<file path="src/rtl/core/bcsc_pkg.sv">
// ============================================================================
// bcsc_pkg: shared definitions for the byte-code shader core
// Sizes, instruction codes, controller states and the command and status
// structures that join the controller to the datapath.
// ============================================================================
package bcsc_pkg;

  localparam int MEM_BYTES     = 65536;
  localparam int MEM_AW        = $clog2(MEM_BYTES);
  localparam int REG_COUNT     = 12;
  localparam int REG_IDX_W     = $clog2(REG_COUNT);
  localparam int REG_W         = 32;
  localparam int SCREEN_WIDTH  = 640;
  localparam int SCREEN_HEIGHT = 480;
  localparam int IBUF_BYTES    = 6;
  localparam int DIV_STEPS     = 32;

  // Step counter limits of the sequencer.
  localparam logic [2:0] FETCH_LAST = 3'd6;
  localparam logic [2:0] OPRD_LAST  = 3'd2;
  localparam logic [2:0] LOAD_LAST  = 3'd4;

  // Configuration register indexes.
  localparam logic [1:0] CFG_COLUMN = 2'd0;
  localparam logic [1:0] CFG_ROW    = 2'd1;
  localparam logic [1:0] CFG_STRIDE = 2'd2;

  // Fault codes.
  localparam logic [1:0] FLT_NONE  = 2'd0;
  localparam logic [1:0] FLT_STORE = 2'd1;
  localparam logic [1:0] FLT_OP    = 2'd2;

  // Load and store size codes.
  localparam logic [3:0] SZ_BYTE = 4'd1;
  localparam logic [3:0] SZ_HALF = 4'd2;
  localparam logic [3:0] SZ_WORD = 4'd3;

  // Instruction opcodes.
  localparam logic [7:0] OP_HALT   = 8'h00;
  localparam logic [7:0] OP_LOAD   = 8'h01;
  localparam logic [7:0] OP_ADD    = 8'h06;
  localparam logic [7:0] OP_SUB    = 8'h07;
  localparam logic [7:0] OP_MULS   = 8'h08;
  localparam logic [7:0] OP_MULU   = 8'h09;
  localparam logic [7:0] OP_DIVS   = 8'h0A;
  localparam logic [7:0] OP_DIVU   = 8'h0B;
  localparam logic [7:0] OP_GTS    = 8'h0C;
  localparam logic [7:0] OP_GTU    = 8'h0D;
  localparam logic [7:0] OP_GES    = 8'h0E;
  localparam logic [7:0] OP_GEU    = 8'h0F;
  localparam logic [7:0] OP_EQ     = 8'h10;
  localparam logic [7:0] OP_JUMP   = 8'h11;
  localparam logic [7:0] OP_INC    = 8'h12;
  localparam logic [7:0] OP_DEC    = 8'h13;
  localparam logic [7:0] OP_CLR    = 8'h14;
  localparam logic [7:0] OP_PIXEL  = 8'h15;
  localparam logic [7:0] OP_COLUMN = 8'h16;
  localparam logic [7:0] OP_ROW    = 8'h17;
  localparam logic [7:0] OP_COREID = 8'h18;
  localparam logic [7:0] OP_MODU   = 8'h19;
  localparam logic [7:0] OP_LOADPP = 8'h1A;
  localparam logic [7:0] OP_STORE  = 8'h1B;
  localparam logic [7:0] OP_IMM    = 8'h1C;

  // Jump types.
  localparam logic [3:0] JT_ZERO   = 4'd0;
  localparam logic [3:0] JT_ONE    = 4'd1;
  localparam logic [3:0] JT_ALWAYS = 4'd2;

  typedef enum logic [1:0] {
    HOP_WRITE = 2'd0,
    HOP_READ  = 2'd1,
    HOP_START = 2'd2,
    HOP_TICK  = 2'd3
  } host_op_t;

  typedef enum logic [2:0] {
    CLS_EXEC,
    CLS_MUL,
    CLS_DIV,
    CLS_LDI,
    CLS_LDP,
    CLS_ST
  } cls_t;

  typedef enum logic [4:0] {
    U_NOP,
    U_LATCH,
    U_HOST_WR,
    U_HOST_RD,
    U_HOST_CAP,
    U_START,
    U_FETCH,
    U_OPRD,
    U_MUL,
    U_DIV_START,
    U_LA_SETUP,
    U_CHAIN,
    U_LOAD,
    U_LDWIN,
    U_LDSEL,
    U_STORE,
    U_EXEC,
    U_FINISH
  } uop_t;

  typedef enum logic [4:0] {
    S_IDLE,
    S_DISP,
    S_HWR,
    S_HRD,
    S_HCAP,
    S_START,
    S_FETCH,
    S_OPRD,
    S_DECODE,
    S_MUL,
    S_DIVS,
    S_DIVW,
    S_SETUP,
    S_CHAIN,
    S_LOAD,
    S_LDWIN,
    S_LDSEL,
    S_STORE,
    S_EXEC,
    S_FINISH
  } state_t;

  typedef struct packed {
    uop_t       uop;
    logic [2:0] cnt;
  } cmd_t;

  typedef struct packed {
    host_op_t host_op;
    logic     stopped;
    cls_t     cls;
    logic     store_last;
    logic     div_busy;
    logic     out_free;
  } status_t;

endpackage

</file>
<file path="src/rtl/core/bcsc_ctrl.sv">
// ============================================================================
// bcsc_ctrl: sequencer for the byte-code shader core
// Steps each input beat through fetch, operand read, load, store, divide and
// execute phases, issuing one micro-command per cycle to the datapath.
// ============================================================================
module bcsc_ctrl (
  input  logic              clk,
  input  logic              rst,
  input  logic              in_valid,
  output logic              in_ready,
  input  bcsc_pkg::status_t status,
  output bcsc_pkg::cmd_t    cmd
);
  import bcsc_pkg::*;

  state_t     state, state_next;
  logic [2:0] cnt, cnt_next;
  logic       second, second_next;

  always_ff @(posedge clk) begin
    if (rst) begin
      state  <= S_IDLE;
      cnt    <= '0;
      second <= 1'b0;
    end else begin
      state  <= state_next;
      cnt    <= cnt_next;
      second <= second_next;
    end
  end

  always_comb begin
    state_next  = state;
    cnt_next    = '0;
    second_next = second;
    unique case (state)
      S_IDLE: if (in_valid) state_next = S_DISP;
      S_DISP: begin
        unique case (status.host_op)
          HOP_WRITE: state_next = S_HWR;
          HOP_READ:  state_next = S_HRD;
          HOP_START: state_next = S_START;
          HOP_TICK:  state_next = status.stopped ? S_FINISH : S_FETCH;
        endcase
      end
      S_HWR, S_START, S_HCAP: state_next = S_FINISH;
      S_HRD: state_next = S_HCAP;
      S_FETCH: begin
        if (cnt == FETCH_LAST) state_next = S_OPRD;
        else cnt_next = cnt + 3'd1;
      end
      S_OPRD: begin
        if (cnt == OPRD_LAST) state_next = S_DECODE;
        else cnt_next = cnt + 3'd1;
      end
      S_DECODE: begin
        second_next = 1'b0;
        case (status.cls)
          CLS_MUL:                 state_next = S_MUL;
          CLS_DIV:                 state_next = S_DIVS;
          CLS_LDI, CLS_LDP, CLS_ST: state_next = S_SETUP;
          default:                 state_next = S_EXEC;
        endcase
      end
      S_MUL:  state_next = S_EXEC;
      S_DIVS: state_next = S_DIVW;
      S_DIVW: if (!status.div_busy) state_next = S_EXEC;
      S_SETUP, S_CHAIN: state_next = S_LOAD;
      S_LOAD: begin
        if (cnt == LOAD_LAST) state_next = S_LDWIN;
        else cnt_next = cnt + 3'd1;
      end
      S_LDWIN: state_next = S_LDSEL;
      S_LDSEL: begin
        // The double-indirect load runs the load sequence a second time.
        if (status.cls == CLS_LDP && !second) begin
          state_next  = S_CHAIN;
          second_next = 1'b1;
        end else if (status.cls == CLS_ST) begin
          state_next = S_STORE;
        end else begin
          state_next = S_EXEC;
        end
      end
      S_STORE: begin
        if (status.store_last) state_next = S_EXEC;
        else cnt_next = cnt + 3'd1;
      end
      S_EXEC:   state_next = S_FINISH;
      S_FINISH: if (status.out_free) state_next = S_IDLE;
      default:  state_next = S_IDLE;
    endcase
  end

  always_comb begin
    in_ready = (state == S_IDLE);
    cmd.cnt  = cnt;
    unique case (state)
      S_IDLE:   cmd.uop = in_valid ? U_LATCH : U_NOP;
      S_HWR:    cmd.uop = U_HOST_WR;
      S_HRD:    cmd.uop = U_HOST_RD;
      S_HCAP:   cmd.uop = U_HOST_CAP;
      S_START:  cmd.uop = U_START;
      S_FETCH:  cmd.uop = U_FETCH;
      S_OPRD:   cmd.uop = U_OPRD;
      S_MUL:    cmd.uop = U_MUL;
      S_DIVS:   cmd.uop = U_DIV_START;
      S_SETUP:  cmd.uop = U_LA_SETUP;
      S_CHAIN:  cmd.uop = U_CHAIN;
      S_LOAD:   cmd.uop = U_LOAD;
      S_LDWIN:  cmd.uop = U_LDWIN;
      S_LDSEL:  cmd.uop = U_LDSEL;
      S_STORE:  cmd.uop = U_STORE;
      S_EXEC:   cmd.uop = U_EXEC;
      S_FINISH: cmd.uop = status.out_free ? U_FINISH : U_NOP;
      default:  cmd.uop = U_NOP;
    endcase
  end

endmodule

</file>
<file path="config.mk">
export PLATFORM = sky130hd
export DESIGN_NAME = bcsc_ctrl
export DESIGN_NICKNAME = d
export VERILOG_FILES = /design/src/rtl/core/bcsc_pkg.sv /design/src/rtl/core/bcsc_ctrl.sv
export SDC_FILE = /design/constraint.sdc
export NUM_CORES = 1
export LEC_CHECK = 0
export ABC_AREA = 1
export BUFFER_PORTS_ARGS = -buffer_cell sky130_fd_sc_hd__buf_2
export CAP_MARGIN = 20
export CORE_MARGIN = 4
export CORE_UTILIZATION = 40
export CTS_BUF_LIST = sky130_fd_sc_hd__clkbuf_4
export CTS_CLUSTER_DIAMETER = 30
export DETAILED_ROUTE_END_ITERATION = 16
export GPL_ROUTABILITY_DRIVEN = 0
export PLACE_DENSITY = 0.59
export SYNTH_ARGS = -nofsm -noshare
export SYNTH_HDL_FRONTEND = slang
export SYNTH_SLANG_ARGS = --single-unit
export TNS_END_PERCENT = 10
</file>
<file path="constraint.sdc">
create_clock -name clk -period 2.4 [get_ports clk]
set_input_delay 0.24 -clock clk [delete_from_list [all_inputs] [get_ports clk]]
set_output_delay 0.24 -clock clk [all_outputs]
set_load 0.01 [all_outputs]
</file>
# Word-level counts from Yosys, hierarchy flattened
# Cells that the tools add are included.
# classes
add_sub_neg	1
eq_ne	38
mux	23
reduce_logical	10
# ops
cell	count
one-hot mux 5 bit (17 select lines)	1
one-hot mux 5 bit (16 select lines)	1
two-way mux 5 bit	10
== test 5 x 4 -> 1 bit (second input constant)	8
== test 5 x 3 -> 1 bit (second input constant)	4
== test 5 bit (second input constant)	4
one-hot mux 5 bit (4 select lines)	1
inequality test 2 bit (second input constant)	8
one-hot mux 5 bit (3 select lines)	1
== test 3 bit (second input constant)	4
two-way mux 3 bit	4
one-hot mux 3 bit (4 select lines)	1
== test 5 x 2 -> 1 bit (second input constant)	2
== test 3 x 2 -> 1 bit (second input constant)	3
AND reduction 7 bit	1
== test 5 x 1 -> 1 bit (second input constant)	1
logical NOT 5 bit	1
== test 2 bit (second input constant)	2
OR reduction 4 bit	1
adder 3 x 1 -> 3 bit (second input constant)	1
== test 3 x 1 -> 1 bit (second input constant)	1
OR reduction 3 bit	1
== test 2 x 1 -> 1 bit (second input constant)	1
logical NOT 2 bit	1
8 further kinds	9
# word_totals
regBits	9
inputBits	12
out_inout_bits	9
elab_cells	75

# Logic depth before layout (Yosys ltp)
# logic_depth
word_depth	4
ltp_mapped	10
ltp_nobuf	10

# Worst setup path after synthesis
# OpenSTA, ideal clock, no wires.
# synth_path
path_kind	reg2out
start	register state[3]
end	output port cmd[6] (netlist name)
arrival_ns	1.118
t_required_ns	2.160
slack_ns	1.042
path_stages_with_launch	7
path_buffers	1
cell_sequence	dfxtp_1 buf_4 nor2_8 nand2_1 nor2_4 nor2_2 o2111ai_1
# synth_lines
element	line_no	rtl
from (decl)	bcsc_ctrl.sv:16	state_t state, state_next;
from (signal assigned)	bcsc_ctrl.sv:26	state <= state_next;
to (decl)	bcsc_ctrl.sv:12	output bcsc_pkg::cmd_t cmd

==> run_results.csv <==
group,metric,value,unit
final_layout,final_nets,228,
route,drc,0,
sta,grt_setup_unrepaired,"no",
synth,synth_edf_count,0,
power_and_ir_drop,swShare,0.539,
synth,synth.yosys.seq_area_share,0.163,
hold_path,hold_depth,2,
synth,yosys.area_share.simple,0.523,
clock_tree,ctsResizeCount,0,
route,viasPerCell,5.05,
clock_tree,clk_pin_slew,60,ps
sta,final.setup_skew,0.799,ps
sta,relSlewSlack,0.701,
synth,muxShareOfSynthArea,0,
power_and_ir_drop,p_switching,596,uW
critical_path,cp-end-kind,"primary output",
global_route,antenna_found_initial,0,
synth,syn-cell-area,1100,um^2
power_and_ir_drop,clockPowerShare,0.113,
sta,tns,0,ps
global_route,first_global_vias,1134,
critical_path,cp_cell_sequence,"nand2_2 > nor2_2 > nand2_1 > o21ai_0 > nor2_1 > o211ai_1 > buf_2",
power_and_ir_drop,pwr-share-comb,0.652,
power_and_ir_drop,irDropWorstVdd,0.000615,V
clock_tree,ctsHtreeMaxLevel,1,
critical_path,crit_path_max_fanout,10,
sta,setup_viol,0,
synth,synth_top_area_cell,"nand2_1",
synth,synthAdderAreaFrac,0.0453,
synth,synthMostInstantiatedCell,"nand2_1",
power_and_ir_drop,p_int,510,uW
sta,drv_slew,0,
synth,async_flop_share,0,
clock_tree,cts_max_path_buffers,2,
critical_path,worst-path-stages,7,
clock_tree,cts_buffers,3,
critical_path,critical_path.top_delay_family,"flip-flops",
synth,synth_top_cell_area_share,0.166,
power_and_ir_drop,leakagePower,0.000677,uW
synth,synthTopCellsByArea,"nand2_1, dfxtp_1, nor2_1, inv_1, nand3_1",
final_layout,antenna_cells,0,
final_layout,area_growth,11.4,%
synth,synth_compound_area_frac,0.106,
status,status,"finished clean",
sta,fmax,0.493,GHz
route,vias,1217,
sta,fin_crit_sh,0.845,
synth,synth_area_per_cell,5.78,um^2
route,drt_iter0_drc,49,
hold_path,hold_class,"input pin to flip-flop",
synth,synth_top_family_by_area,"simple AND/OR/NAND/NOR gates",
critical_path,crit_start,"state[1]$_SDFFE_PP0P_",
critical_path,critPathRequiredTime,2160,ps
critical_path,arrival,1790,ps
final_layout,drive_gt1_frac,0.232,
critical_path,critPathLaunchType,"flip-flop",
clock_tree,clock_sinks,9,
power_and_ir_drop,seq_power_share,0.234,
critical_path,r2r_cells,7,
floorplanning,fp.dieW,60.6,um
synth,synth_cells,191,
sta,period_minus_slack,2030,ps
global_route,track_usage,0.170,
placed_design,numPortBuffers,20,
floorplanning,die_h,60.6,um
placed_design,dpl.hpwl,2390,um
route,ant_nets,0,
route,wl_per_cell,11.9,um
global_route,grt_first_pass_wirelength,4810,um
critical_path,r2r-start,"state[1]$_SDFFE_PP0P_",
synth,ys_warn_count,0,
sta,worst_slew_pin_slew,448,ps
synth,ys_seq_elements,9,
floorplanning,num_rows,18,
critical_path,max_stage_delay,590,ps
placed_design,dpl_cell_area,1200,um^2
route,dr.pass1.iters,4,
final_layout,postLayoutCellArea,1230,um^2
clock_tree,post_cts_buffers,0,
global_route,overflow,0,
synth,synth_xor_area_frac,0.00793,
critical_path,critPathSlowestCell,"dfxtp_1",
global_route,grt_max_degree,14,
synth,synth_common_cells,"nand2_1, nor2_1, inv_1",
clock_tree,ctsHoldBuffers,0,
power_and_ir_drop,powerDensity,898,nW/um^2
synth,synth_fp_nets,207,
floorplanning,dieArea,3670,um^2
clock_tree,tritoncts,"built",
synth,yosysUniqueCellTypes,27,
floorplanning,start_util,0.434,
clock_tree,clock-root-buffer,"clkbuf_4",
floorplanning,coreArea,2540,um^2
critical_path,cp_num_buf_inv,1,
clock_tree,clk_latency,250,ps
run,max_cap_viol_count,0,
critical_path,criticalPathCategory,"flip-flop to primary output",
hold_path,worstHoldStart,"rst",
floorplanning,io_pins,21,
synth,ys.flop_type,"dfxtp_1",
sta,final_hold_viol_count,0,
route,routed_wl,2880,um
==> per-layer routing <==
layer / GRT usage / up-vias / routed length (um)
li1: - / 640 / -
met1: 0.240 / 532 / 1360
met2: 0.261 / 37 / 1300
met3: 0.0191 / 8 / 159
met4: 0.0712 / 0 / 58
met5: 0 / - / 0
==> kinds of logic after synthesis <==
logic type / Yosys count
simple gates: 119
compound gates: 20
buf+inv: 38
xor+xnor: 1
flops: 9
fa+ha+maj: 4
==> power by group through the flow <==
stage          combinational [uW]  clock [uW]  sequential, uW
2_1_floorplan                 600           0             212
3_3_place_gp                  723           0             256
3_5_place_dp                  718           0             259
4_1_cts                       722         130             255
5_1_grt                       809         138             265
6_report                      722         125             259
==> stage by stage <==
step                std cells  hold slack (ps)   util  power, uW  setup WS (ps)
finish                    241              229  0.484       1110            373
global route              241              242  0.484       1210            245
detailed placement        237              457  0.472        977            675
CTS                       241              230  0.484       1110            380
global placement          237              450  0.472        980            650
floorplan                 191              309      -        812           1040
==> final timing paths <==
kind         slack (ps)               endpoint
min reg2reg         470      cnt[0]$_SDFF_PP0_
max                 370                 cmd[3]
min                 230  state[4]$_SDFFE_PP0P_
max reg2reg         730      cnt[2]$_SDFF_PP0_
==> final cells by class <==
| cell class | count | area (um^2) |
|---|---|---|
| fillers | 281 | 1310 |
| inverters | 34 | 129 |
| repair buffers | 20 | 100 |
| clock buffers | 4 | 30.0 |
| well taps | 30 | 37.5 |
| multi-input cells | 144 | 754 |
| flip-flops and latches | 9 | 180 |
==> worst register-to-register path: cells and delay by family, from the launching register on <==
kind / cells / cell delay, ps
compound gates: 2 / 310
buf+inv: 1 / 180
flops: 1 / 590
simple gates: 4 / 490
==> flip-flops by register name, summed over array words and instances, names as in the netlist <==
| register | count |
|---|---|
| state | 5 |
| cnt | 3 |
| second | 1 |
==> layout by cell type, fill, tap and decap left out, drive strengths merged, types with 4 or more instances in the layout <==
master / count
clkbuf: 4
inv: 33
a21oi: 9
nor2: 37
dfxtp: 9
ha: 4
buf: 20
nand4: 4
o21ai: 5
nand3: 21
nand2: 54
Power figures use the tool's default switching activity.
